### config.mk
export PLATFORM = sky130hd
export DESIGN_NAME = http_request_byte_parser_core
export DESIGN_NICKNAME = d
export VERILOG_FILES = /design/src/rtl/hrbp_pkg.sv /design/src/rtl/http_request_byte_parser_core.sv /design/src/rtl/hrbp_classify.sv /design/src/rtl/hrbp_fsm.sv
export VERILOG_INCLUDE_DIRS = /design/src /design/src/rtl
export SDC_FILE = /design/constraint.sdc
export NUM_CORES = 1
export LEC_CHECK = 0
export BUFFER_PORTS_ARGS = -buffer_cell sky130_fd_sc_hd__buf_2
export CAP_MARGIN = 20
export CORE_UTILIZATION = 60
export DETAILED_ROUTE_END_ITERATION = 6
export PLACE_DENSITY = 0.78
export SLEW_MARGIN = 25
export SYNTH_ARGS = -nofsm -noshare
export SYNTH_HDL_FRONTEND = slang
export SYNTH_SLANG_ARGS = --single-unit
### constraint.sdc
create_clock -name clk -period 9.13 [get_ports clk]
set_input_delay 1.826 -clock clk [delete_from_list [all_inputs] [get_ports clk]]
set_output_delay 1.826 -clock clk [all_outputs]
set_load 0.005 [all_outputs]
### src/rtl/assert_macros.svh
// Assertion macros for the parser RTL.
// Each use expects clk and rst_n in scope.
`ifndef ASSERT_MACROS_SVH
`define ASSERT_MACROS_SVH

`ifndef SYNTHESIS

// Same-cycle property.
`define HRBP_ASSERT(lbl, prop, msg) \
  lbl: assert property (@(posedge clk) disable iff (!rst_n) (prop)) else $error(msg);

// Antecedent this cycle, consequent on the next.
`define HRBP_ASSERT_NEXT(lbl, ante, cons, msg) \
  lbl: assert property (@(posedge clk) disable iff (!rst_n) (ante) |=> (cons)) \
    else $error(msg);

`else

`define HRBP_ASSERT(lbl, prop, msg)
`define HRBP_ASSERT_NEXT(lbl, ante, cons, msg)

`endif

`endif

### src/rtl/hrbp_pkg.sv
package hrbp_pkg;

  localparam int unsigned LENGTH_BITS_DEF = 32;

  // Token classes
  localparam logic [2:0] TC_DELIM  = 3'd0;
  localparam logic [2:0] TC_METHOD = 3'd1;
  localparam logic [2:0] TC_URI    = 3'd2;
  localparam logic [2:0] TC_PNAME  = 3'd3;
  localparam logic [2:0] TC_PVALUE = 3'd4;
  localparam logic [2:0] TC_HNAME  = 3'd5;
  localparam logic [2:0] TC_HVALUE = 3'd6;
  localparam logic [2:0] TC_BODY   = 3'd7;

  // Status codes
  localparam logic [1:0] ST_PENDING  = 2'd0;
  localparam logic [1:0] ST_FINISHED = 2'd1;
  localparam logic [1:0] ST_ERROR    = 2'd2;

  // Length value sub-phases
  localparam logic [1:0] LV_SKIP    = 2'd0;
  localparam logic [1:0] LV_SIGN    = 2'd1;
  localparam logic [1:0] LV_DIGITS  = 2'd2;
  localparam logic [1:0] LV_STOPPED = 2'd3;

  localparam logic [15:0] VER_MAX = 16'hFFFF;
  localparam logic [3:0]  CL_LEN  = 4'd14;
  localparam logic [2:0]  POST_LEN = 3'd4;

  typedef enum logic [23:0] {
    PH_METHOD_START = 24'd1 << 0,
    PH_METHOD       = 24'd1 << 1,
    PH_URI          = 24'd1 << 2,
    PH_PNAME_START  = 24'd1 << 3,
    PH_PNAME        = 24'd1 << 4,
    PH_PVALUE       = 24'd1 << 5,
    PH_H            = 24'd1 << 6,
    PH_T1           = 24'd1 << 7,
    PH_T2           = 24'd1 << 8,
    PH_P            = 24'd1 << 9,
    PH_SLASH        = 24'd1 << 10,
    PH_MAJ_START    = 24'd1 << 11,
    PH_MAJ          = 24'd1 << 12,
    PH_MIN_START    = 24'd1 << 13,
    PH_MIN          = 24'd1 << 14,
    PH_NL1          = 24'd1 << 15,
    PH_HLINE        = 24'd1 << 16,
    PH_LWS          = 24'd1 << 17,
    PH_HNAME        = 24'd1 << 18,
    PH_SPACE        = 24'd1 << 19,
    PH_HVALUE       = 24'd1 << 20,
    PH_NL2          = 24'd1 << 21,
    PH_NL3          = 24'd1 << 22,
    PH_BODY         = 24'd1 << 23
  } phase_t;

  typedef struct packed {
    logic [7:0] data_byte;
    logic       restart;
  } hrbp_in_t;

  typedef struct packed {
    logic [7:0]  byte_out;
    logic [2:0]  token_class;
    logic        item_start;
    logic [1:0]  status;
    logic [15:0] version_major;
    logic [15:0] version_minor;
    logic [31:0] body_length;
  } hrbp_out_t;

  // Character class flags for one byte
  typedef struct packed {
    logic is_ctl;
    logic is_token;
    logic is_num;
    logic is_space;   // blank or 9..13, as atoi skips
    logic is_blank;   // space or tab
  } hrbp_cls_t;

  typedef struct packed {
    phase_t      phase;
    logic [1:0]  done;
    logic [2:0]  method_match;
    logic        method_mismatch;
    logic        headers_seen;
    logic [3:0]  name_match_pos;
    logic        name_mismatch;
    logic        len_active;
    logic        len_found;
    logic [1:0]  len_vphase;
    logic        value_negative;
    logic [15:0] major_version;
    logic [15:0] minor_version;
  } hrbp_state_t;

  localparam hrbp_state_t STATE_RESET = '{
    phase:           PH_METHOD_START,
    done:            ST_PENDING,
    method_match:    3'd0,
    method_mismatch: 1'b0,
    headers_seen:    1'b0,
    name_match_pos:  4'd0,
    name_mismatch:   1'b0,
    len_active:      1'b0,
    len_found:       1'b0,
    len_vphase:      LV_SKIP,
    value_negative:  1'b0,
    major_version:   16'd0,
    minor_version:   16'd0
  };

  function automatic logic [7:0] post_char(input logic [1:0] idx);
    logic [7:0] ch;
    case (idx)
      2'd0: ch = "P";
      2'd1: ch = "O";
      2'd2: ch = "S";
      default: ch = "T";
    endcase
    return ch;
  endfunction

  function automatic logic [7:0] cl_char(input logic [3:0] idx);
    logic [7:0] ch;
    case (idx)
      4'd0:  ch = "C";
      4'd1:  ch = "o";
      4'd2:  ch = "n";
      4'd3:  ch = "t";
      4'd4:  ch = "e";
      4'd5:  ch = "n";
      4'd6:  ch = "t";
      4'd7:  ch = "-";
      4'd8:  ch = "L";
      4'd9:  ch = "e";
      4'd10: ch = "n";
      4'd11: ch = "g";
      4'd12: ch = "t";
      4'd13: ch = "h";
      default: ch = 8'd0;
    endcase
    return ch;
  endfunction

  // Decimal accumulate, saturating at 65535
  function automatic logic [15:0] ver_acc(input logic [15:0] v, input logic [3:0] d);
    logic [19:0] n;
    n = {1'b0, v, 3'b000} + {3'b000, v, 1'b0} + {16'd0, d};
    return (n[19:16] != 4'd0) ? VER_MAX : n[15:0];
  endfunction

endpackage

### src/rtl/http_request_byte_parser_core.sv
// Channel  Direction  Handshake          Beat
// in_      input      in_valid/in_stall   hrbp_in_t  (data_byte, restart)
// out_     output     out_valid/out_stall hrbp_out_t (byte, class, start, status, lengths)
//
// One byte per cycle sustained unless out_stall holds a full result register.
// An input register feeds the parse step, whose state updates as the result register loads.
// in_stall rises only when the input register holds a byte and the result register is
// full and stalled.
// rst_n is synchronous; it clears the parser to the start of a request.
`include "assert_macros.svh"

module http_request_byte_parser_core
  import hrbp_pkg::*;
#(
  parameter int unsigned LENGTH_BITS = LENGTH_BITS_DEF
) (
  input  logic      clk,
  input  logic      rst_n,
  input  logic      in_valid,
  output logic      in_stall,
  input  hrbp_in_t  in_data,
  output logic      out_valid,
  input  logic      out_stall,
  output hrbp_out_t out_data
);

  logic      s1_valid_r, s1_valid_nxt;
  hrbp_in_t  s1_data_r;
  logic      out_valid_r, out_valid_nxt;
  hrbp_out_t out_data_r;
  logic      adv;
  logic      in_acc;
  hrbp_cls_t cls;
  hrbp_out_t res;

  // Advance the staged byte whenever the result register is free or emptying
  assign adv      = s1_valid_r && (!out_valid_r || !out_stall);
  assign in_stall = s1_valid_r && !adv;
  assign in_acc   = in_valid && !in_stall;

  always_comb begin
    if (in_acc) s1_valid_nxt = 1'b1;
    else if (adv) s1_valid_nxt = 1'b0;
    else s1_valid_nxt = s1_valid_r;

    if (adv) out_valid_nxt = 1'b1;
    else if (!out_stall) out_valid_nxt = 1'b0;
    else out_valid_nxt = out_valid_r;
  end

  hrbp_classify u_classify (
    .c_i   (s1_data_r.data_byte),
    .cls_o (cls)
  );

  hrbp_fsm #(
    .LENGTH_BITS (LENGTH_BITS)
  ) u_fsm (
    .clk    (clk),
    .rst_n  (rst_n),
    .adv_i  (adv),
    .beat_i (s1_data_r),
    .cls_i  (cls),
    .res_o  (res)
  );

  always_ff @(posedge clk) begin
    if (!rst_n) begin
      s1_valid_r  <= 1'b0;
      out_valid_r <= 1'b0;
    end else begin
      s1_valid_r  <= s1_valid_nxt;
      out_valid_r <= out_valid_nxt;
    end
  end

  always_ff @(posedge clk) begin
    if (in_acc) s1_data_r <= in_data;
    if (adv) out_data_r <= res;
  end

  assign out_valid = out_valid_r;
  assign out_data  = out_data_r;

  `HRBP_ASSERT_NEXT(a_adv_loads_out, adv, out_valid_r, "advanced beat did not reach output")
  `HRBP_ASSERT_NEXT(a_s1_hold, s1_valid_r && !adv, s1_valid_r && $stable(s1_data_r), "staged beat lost while blocked")
  `HRBP_ASSERT(a_err_class, !out_valid_r || (out_data_r.status != ST_ERROR) || ((out_data_r.token_class == TC_DELIM) && !out_data_r.item_start), "error beat carries a token class")
  `HRBP_ASSERT(a_stall_cause, !in_stall || (out_valid_r && out_stall), "input stalled with output free")

endmodule

### src/rtl/hrbp_classify.sv
module hrbp_classify
  import hrbp_pkg::*;
(
  input  logic [7:0] c_i,
  output hrbp_cls_t  cls_o
);

  logic is_sep;
  logic is_ctl;

  always_comb begin
    case (c_i)
      "(", ")", "<", ">", "@", ",", ";", ":", "\\", "\"",
      "/", "[", "]", "?", "=", "{", "}", " ", 8'h09: is_sep = 1'b1;
      default: is_sep = 1'b0;
    endcase
  end

  assign is_ctl          = (c_i <= 8'd31) || (c_i == 8'd127);
  assign cls_o.is_ctl    = is_ctl;
  assign cls_o.is_token  = !c_i[7] && !is_ctl && !is_sep;
  assign cls_o.is_num    = (c_i >= "0") && (c_i <= "9");
  assign cls_o.is_space  = (c_i == " ") || ((c_i >= 8'd9) && (c_i <= 8'd13));
  assign cls_o.is_blank  = (c_i == " ") || (c_i == 8'h09);

endmodule

### src/rtl/hrbp_fsm.sv
module hrbp_fsm
  import hrbp_pkg::*;
#(
  parameter int unsigned LENGTH_BITS = LENGTH_BITS_DEF
) (
  input  logic      clk,
  input  logic      rst_n,
  input  logic      adv_i,
  input  hrbp_in_t  beat_i,
  input  hrbp_cls_t cls_i,
  output hrbp_out_t res_o
);

  hrbp_state_t            st_r, st_nxt, cur;
  logic [LENGTH_BITS-1:0] len_r, len_nxt, cur_len;
  logic [LENGTH_BITS-1:0] cnt_r, cnt_nxt, cur_cnt;

  logic [7:0]             c;
  logic [3:0]             d;
  logic [LENGTH_BITS+3:0] len_x10;
  logic [LENGTH_BITS-1:0] len_acc;
  logic [LENGTH_BITS-1:0] cnt_inc;
  logic                   m_ok;
  logic                   n_ok;
  logic                   nh_ok;

  logic [LENGTH_BITS-1:0] val_len;
  logic [1:0]             val_vph;
  logic                   val_neg;

  logic [2:0]             tc;
  logic                   start;
  logic [1:0]             sts;
  logic                   err;

  assign c = beat_i.data_byte;
  assign d = c[3:0];

  // Current state, cleared first on a restart beat
  always_comb begin
    if (beat_i.restart) begin
      cur     = STATE_RESET;
      cur_len = '0;
      cur_cnt = '0;
    end else begin
      cur     = st_r;
      cur_len = len_r;
      cur_cnt = cnt_r;
    end
  end

  // Saturate when the product spills above the length width
  assign len_x10 = {1'b0, cur_len, 3'b000} + {3'b000, cur_len, 1'b0} + (LENGTH_BITS+4)'(d);
  assign len_acc = (len_x10[LENGTH_BITS+3:LENGTH_BITS] != 4'd0) ? '1
                                                                : len_x10[LENGTH_BITS-1:0];
  assign cnt_inc = cur_cnt + LENGTH_BITS'(1);

  assign m_ok  = !cur.method_mismatch && (cur.method_match < POST_LEN) &&
                 (c == post_char(cur.method_match[1:0]));
  assign n_ok  = !cur.name_mismatch && (cur.name_match_pos < CL_LEN) &&
                 (c == cl_char(cur.name_match_pos));
  assign nh_ok = (c == cl_char(4'd0));

  // atoi-style step on the Content-Length value
  always_comb begin
    val_len = cur_len;
    val_vph = cur.len_vphase;
    val_neg = cur.value_negative;
    if (cur.len_active) begin
      case (cur.len_vphase)
        LV_SKIP: begin
          if (cls_i.is_space) begin
            val_vph = LV_SKIP;
          end else if (c == "+") begin
            val_vph = LV_SIGN;
          end else if (c == "-") begin
            val_vph = LV_SIGN;
            val_neg = 1'b1;
          end else if (cls_i.is_num) begin
            val_len = len_acc;
            val_vph = LV_DIGITS;
          end else begin
            val_vph = LV_STOPPED;
          end
        end
        LV_SIGN, LV_DIGITS: begin
          if (cls_i.is_num) begin
            val_len = len_acc;
            val_vph = LV_DIGITS;
          end else begin
            val_vph = LV_STOPPED;
          end
        end
        default: val_vph = LV_STOPPED;
      endcase
    end
  end

  always_comb begin
    st_nxt  = cur;
    len_nxt = cur_len;
    cnt_nxt = cur_cnt;
    tc      = TC_DELIM;
    start   = 1'b0;
    sts     = ST_PENDING;
    err     = 1'b0;

    if (cur.done != ST_PENDING) begin
      sts = cur.done;
    end else begin
      case (cur.phase)
        PH_METHOD_START: begin
          if (!cls_i.is_token) begin
            err = 1'b1;
          end else begin
            if (m_ok) st_nxt.method_match = cur.method_match + 3'd1;
            else st_nxt.method_mismatch = 1'b1;
            tc = TC_METHOD;
            st_nxt.phase = PH_METHOD;
          end
        end
        PH_METHOD: begin
          if (c == " ") begin
            st_nxt.phase = PH_URI;
          end else if (!cls_i.is_token) begin
            err = 1'b1;
          end else begin
            if (m_ok) st_nxt.method_match = cur.method_match + 3'd1;
            else st_nxt.method_mismatch = 1'b1;
            tc = TC_METHOD;
          end
        end
        PH_URI: begin
          if (c == " ") st_nxt.phase = PH_H;
          else if (c == "?") st_nxt.phase = PH_PNAME_START;
          else if (cls_i.is_ctl) err = 1'b1;
          else tc = TC_URI;
        end
        PH_PNAME_START: begin
          if (!cls_i.is_token) begin
            err = 1'b1;
          end else begin
            tc = TC_PNAME;
            start = 1'b1;
            st_nxt.phase = PH_PNAME;
          end
        end
        PH_PNAME: begin
          if (c == "=") st_nxt.phase = PH_PVALUE;
          else if (!cls_i.is_token) err = 1'b1;
          else tc = TC_PNAME;
        end
        PH_PVALUE: begin
          if (c == "&") st_nxt.phase = PH_PNAME_START;
          else if (c == " ") st_nxt.phase = PH_H;
          else if (cls_i.is_ctl) err = 1'b1;
          else tc = TC_PVALUE;
        end
        PH_H: begin
          if (c == "H") st_nxt.phase = PH_T1;
          else err = 1'b1;
        end
        PH_T1: begin
          if (c == "T") st_nxt.phase = PH_T2;
          else err = 1'b1;
        end
        PH_T2: begin
          if (c == "T") st_nxt.phase = PH_P;
          else err = 1'b1;
        end
        PH_P: begin
          if (c == "P") st_nxt.phase = PH_SLASH;
          else err = 1'b1;
        end
        PH_SLASH: begin
          if (c == "/") begin
            st_nxt.major_version = 16'd0;
            st_nxt.minor_version = 16'd0;
            st_nxt.phase = PH_MAJ_START;
          end else begin
            err = 1'b1;
          end
        end
        PH_MAJ_START: begin
          if (cls_i.is_num) begin
            st_nxt.major_version = ver_acc(cur.major_version, d);
            st_nxt.phase = PH_MAJ;
          end else begin
            err = 1'b1;
          end
        end
        PH_MAJ: begin
          if (c == ".") st_nxt.phase = PH_MIN_START;
          else if (cls_i.is_num) st_nxt.major_version = ver_acc(cur.major_version, d);
          else err = 1'b1;
        end
        PH_MIN_START: begin
          if (cls_i.is_num) begin
            st_nxt.minor_version = ver_acc(cur.minor_version, d);
            st_nxt.phase = PH_MIN;
          end else begin
            err = 1'b1;
          end
        end
        PH_MIN: begin
          if (c == 8'h0D) st_nxt.phase = PH_NL1;
          else if (cls_i.is_num) st_nxt.minor_version = ver_acc(cur.minor_version, d);
          else err = 1'b1;
        end
        PH_NL1, PH_NL2: begin
          if (c == 8'h0A) st_nxt.phase = PH_HLINE;
          else err = 1'b1;
        end
        PH_HLINE: begin
          if (c == 8'h0D) begin
            st_nxt.phase = PH_NL3;
          end else if (cur.headers_seen && cls_i.is_blank) begin
            st_nxt.phase = PH_LWS;
          end else if (!cls_i.is_token) begin
            err = 1'b1;
          end else begin
            // open a new header entry and match its first character
            st_nxt.headers_seen   = 1'b1;
            st_nxt.len_active     = 1'b0;
            st_nxt.name_match_pos = nh_ok ? 4'd1 : 4'd0;
            st_nxt.name_mismatch  = !nh_ok;
            tc = TC_HNAME;
            start = 1'b1;
            st_nxt.phase = PH_HNAME;
          end
        end
        PH_LWS: begin
          if (c == 8'h0D) begin
            st_nxt.phase = PH_NL2;
          end else if (cls_i.is_blank) begin
            st_nxt.phase = PH_LWS;
          end else if (cls_i.is_ctl) begin
            err = 1'b1;
          end else begin
            len_nxt = val_len;
            st_nxt.len_vphase = val_vph;
            st_nxt.value_negative = val_neg;
            tc = TC_HVALUE;
            st_nxt.phase = PH_HVALUE;
          end
        end
        PH_HNAME: begin
          if (c == ":") begin
            if (!cur.name_mismatch && (cur.name_match_pos == CL_LEN) && !cur.len_found) begin
              st_nxt.len_found      = 1'b1;
              st_nxt.len_active     = 1'b1;
              st_nxt.len_vphase     = LV_SKIP;
              st_nxt.value_negative = 1'b0;
              len_nxt = '0;
            end
            st_nxt.phase = PH_SPACE;
          end else if (!cls_i.is_token) begin
            err = 1'b1;
          end else begin
            if (n_ok) st_nxt.name_match_pos = cur.name_match_pos + 4'd1;
            else st_nxt.name_mismatch = 1'b1;
            tc = TC_HNAME;
          end
        end
        PH_SPACE: begin
          if (c == " ") st_nxt.phase = PH_HVALUE;
          else err = 1'b1;
        end
        PH_HVALUE: begin
          if (c == 8'h0D) begin
            st_nxt.phase = PH_NL2;
          end else if (cls_i.is_ctl) begin
            err = 1'b1;
          end else begin
            len_nxt = val_len;
            st_nxt.len_vphase = val_vph;
            st_nxt.value_negative = val_neg;
            tc = TC_HVALUE;
          end
        end
        PH_NL3: begin
          if (c != 8'h0A) begin
            err = 1'b1;
          end else if ((cur.method_match == POST_LEN) && !cur.method_mismatch &&
                       (cur_len != '0)) begin
            if (cur.value_negative) err = 1'b1;
            else st_nxt.phase = PH_BODY;
          end else begin
            sts = ST_FINISHED;
          end
        end
        PH_BODY: begin
          tc = TC_BODY;
          cnt_nxt = cnt_inc;
          if (cnt_inc == cur_len) sts = ST_FINISHED;
        end
        default: err = 1'b1;
      endcase

      if (err) begin
        sts   = ST_ERROR;
        tc    = TC_DELIM;
        start = 1'b0;
      end
      st_nxt.done = sts;
    end
  end

  always_ff @(posedge clk) begin
    if (!rst_n) begin
      st_r  <= STATE_RESET;
      len_r <= '0;
      cnt_r <= '0;
    end else if (adv_i) begin
      st_r  <= st_nxt;
      len_r <= len_nxt;
      cnt_r <= cnt_nxt;
    end
  end

  assign res_o.byte_out      = c;
  assign res_o.token_class   = tc;
  assign res_o.item_start    = start;
  assign res_o.status        = sts;
  assign res_o.version_major = st_nxt.major_version;
  assign res_o.version_minor = st_nxt.minor_version;
  assign res_o.body_length   = 32'(len_nxt);

endmodule
==> key figures <==
STA
  – Final period util: 0.657
  – Worst-margin pin slew: 1130 ps
  – Hold Violations, Final: 0
  – RSZ-0062 raised after global routing: false
  – Slew HR: 0.242
  – Fmax: 0.167 GHz
  – Clock Skews: 22.4 ps
  – Min Hold Slack: 462 ps
  – Final min period: 6000 ps
  – Finish-stage setup viols: 0
  – Final TNS setup: 0 ps
  – Max-slew violations: 0

Logic synthesis
  – FF+latch count, synth: 226
  – Cell Area, Synth: 19400 um2
  – Fraction of registers with async set/reset: 0
  – Post-synth EDFFs: 87
  – Warnings from Yosys: 0
  – Syn_nets: 2639
  – Synth Instances: 2485
  – Distinct cells, synth: 112
  – Primary FF master, synth: dfxtp_1
  – Post-synthesis sequential area ratio: 0.279
  – Syn Area/Cell: 7.79 um2

Placed design
  – Routability Congestion: 1.01
  – Final HPWL DP: 49700 um
  – IO Port Bufs: 92

Cells and area
  – Commonest non-fill, non-tap cell in the layout: nand2_1
  – # fillers: 2792
  – Register area: 5400 um2
  – Post-Route Utilization: 0.662
  – Share of layout cells above drive strength 1: 0.0945
  – Area growth syn-to-layout: 8.25%
  – Diode count: 0
  – Final #Nets: 2662
  – Multi-input logic area: 13200 um2
  – Most frequent cells in the layout: nand2_1 (297), a21oi_1 (212), o21ai_0 (211)

Clock tree
  – Buffer count from post-CTS setup fixing: 0
  – Clk slew on worst S/H paths: 60 ps
  – Root Buffer: clkbuf_16
  – Post-CTS Hold Fix Bufs: 0
  – Clk buf depth: 3
  – CTS buffer count: 28
  – Count of clock tree sinks: 226
  – CTS tree: yes
  – Worst-Skew Late Latency: 560 ps
  – Number of H-tree levels: 1
  – # resized after CTS: 0

Pwr
  – Switching Power: 0.644 mW
  – Internal cell power: 1.78 mW
  – Clock share of power: 0.451
  – Sw Share: 0.266
  – Sequential Power Share: 0.450
  – Pwr Density: 116 nW/um2
  – Comb pwr share: 0.099
  – Worst vdd ir: 0.000130 V
  – Lkg Pwr: 8.14 nW

Hold path
  – Worst hold-check path type: reg -> reg
  – HP Start: u_fsm.st_r[19]

Global route
  – Grt ovf: 0
  – Global-route wire length before repair: 107000 um
  – Initial antenna violation count: 2
  – Total GRT Usage: 0.410
  – Largest net degree at the start of global routing: 123
  – Vias in the first global route: 19100

Setup path
  – Arrival @ worst endpoint: 6300 ps
  – Reg2reg start: s1_data_r[0]
  – Critical path class: reg -> reg
  – Crit. Startpoint: s1_data_r[0]
  – Critical path, cell by cell: buf_4 > inv_2 > buf_4 > nand2_1 > nor2_1 > ha_1 > inv_1 > fa_1 > nand2b_1 > a21oi_1 > o21bai_1 > a211oi_1 > a22oi_1 > xnor2_2 > nand3_2 > a2111oi_1 > nor2_1
  – CP max FO: 33
  – Critical path required time: 9430 ps
  – CP max stage delay: 660 ps
  – Worst setup EP type: flop
  – CP max-delay cell: xnor2_2
  – Crit start category: flop

Drt
  – Initial DRT Pass Iterations: 6
  – Vias/cell: 7.06
  – Starting DRT DRC Count: 2582
  – Drt drc: 0
  – Average wire per standard cell: 23.6 um
  – ANT nets after route: 0
  – DR vias: 20700
  – WL final: 69200 um

Floorplanning
  – Die width: 182 um
  – Row count: 65
  – Starting Density: 0.612
  – Core ar.: 31600 um2
  – Die Y: 182 um
  – Die area: 33000 um2
  – I/O pin total: 93

Job
  – Max-Cap Viols: 0

Status
  – Outcome: complete, no violations
[layout make-up]
class / count / share of cell area
clock buffers: 42 / 0.0385
clock inverters: 10 / 0.00370
inverters: 66 / 0.0121
multi-input cells: 2063 / 0.631
flip-flops and latches: 226 / 0.257
well taps: 402 / 0.0240
repair buffers: 123 / 0.0337
[power groups by stage]
stage                     logic, mW  registers, mW  clock network (mW)
after floorplan               0.145           1.11                   0
after global placement        0.227           1.11                   0
after detailed placement      0.231           1.11                   0
after CTS                     0.233           1.09                1.09
after global routing          0.254           1.09                1.13
final                         0.241           1.09                1.09
[worst paths after layout]
check	end	slack [ps]	depth (start not counted)
worst max-delay path	out_data[26]	3130	17
worst min-delay path	u_fsm.st_r[19]	460	2
worst max register to register	out_data[26]	3130	17
worst min register to register	u_fsm.st_r[19]	460	2
[registers in the layout (all words and copies together) (netlist names)]
register     flops
out_data        78
out_valid        1
s1_data_r        9
s1_valid_r       1
u_fsm.cnt_r     32
u_fsm.len_r     32
u_fsm.st_r      73
[worst max-delay path: cells and delay by family, from the launching register on]
family,cells,cell delay (ps)
compound gates,5,1660
simple gates,5,1230
buf+inv,4,1120
fa+ha+maj,2,680
xor+xnor,1,660
flops,1,350
[per-layer routing]
metal	wire length [um]	vias up	track usage
met5	22	-	0
met4	3360	4	0.188
met3	8350	262	0.0802
met2	30400	1392	0.650
met1	27100	9636	0.537
li1	-	9400	-
[through the flow]
step	power (mW)	std cells	setup slack (ps)	instance area (um2)
4_1_cts	2.41	2932	3270	21000
3_5_place_dp	1.34	2880	3300	20100
3_3_place_gp	1.34	2880	3410	20100
6_report	2.42	2932	3130	21000
2_1_floorplan	1.25	2485	3650	19400
5_1_grt	2.48	2932	2730	21000
[kinds of logic after synthesis]
| kind of cell | count (synthesis) | share of synthesized area |
|---|---|---|
| AND/OR/NAND/NOR | 984 | 0.260 |
| multiplexers | 8 | 0.00439 |
| AO/OA/AOI/OAI | 830 | 0.278 |
| XOR/XNOR | 100 | 0.0456 |
| flip-flops | 226 | 0.279 |
| adder cells (fa/ha/maj) | 141 | 0.0931 |
| buffers and inverters | 196 | 0.0401 |
[Yosys cell counts (9+ instances only)]
| library cell | n | share of area |
|---|---|---|
| o211ai_1 | 24 | 0.0093 |
| o21ai_1 | 24 | 0.0062 |
| nor4_1 | 41 | 0.013 |
| a211oi_1 | 22 | 0.0085 |
| xor2_1 | 43 | 0.019 |
| or4_1 | 13 | 0.0050 |
| and3_1 | 24 | 0.0078 |
| o221ai_1 | 13 | 0.0059 |
| a41oi_1 | 9 | 0.0041 |
| o31ai_1 | 20 | 0.0078 |
| a31oi_1 | 39 | 0.013 |
| a21oi_1 | 213 | 0.055 |
| o21bai_1 | 12 | 0.0047 |
| a21o_1 | 19 | 0.0074 |
| or3_1 | 18 | 0.0058 |
| a22o_1 | 14 | 0.0063 |
| o2111ai_1 | 9 | 0.0041 |
| a22oi_1 | 28 | 0.011 |
| ha_1 | 136 | 0.088 |
| xnor2_1 | 56 | 0.025 |
| nor3_1 | 71 | 0.018 |
| and2_1 | 23 | 0.0074 |
| nor2b_1 | 76 | 0.025 |
| nand2_1 | 298 | 0.058 |
| o22ai_1 | 18 | 0.0058 |
| inv_1 | 63 | 0.012 |
| o21ai_0 | 211 | 0.055 |
| nand3_1 | 69 | 0.018 |
| nand3b_1 | 15 | 0.0058 |
| edfxtp_1 | 87 | 0.13 |
| buf_2 | 28 | 0.0072 |
| o21a_1 | 20 | 0.0078 |
| a221oi_1 | 15 | 0.0068 |
| a32oi_1 | 11 | 0.0050 |
| nand2b_1 | 19 | 0.0061 |
| nor2_1 | 207 | 0.040 |
| dfxtp_1 | 139 | 0.14 |
| clkbuf_1 | 95 | 0.018 |
| nand4_1 | 35 | 0.011 |
Power figures use the tool's default switching activity.
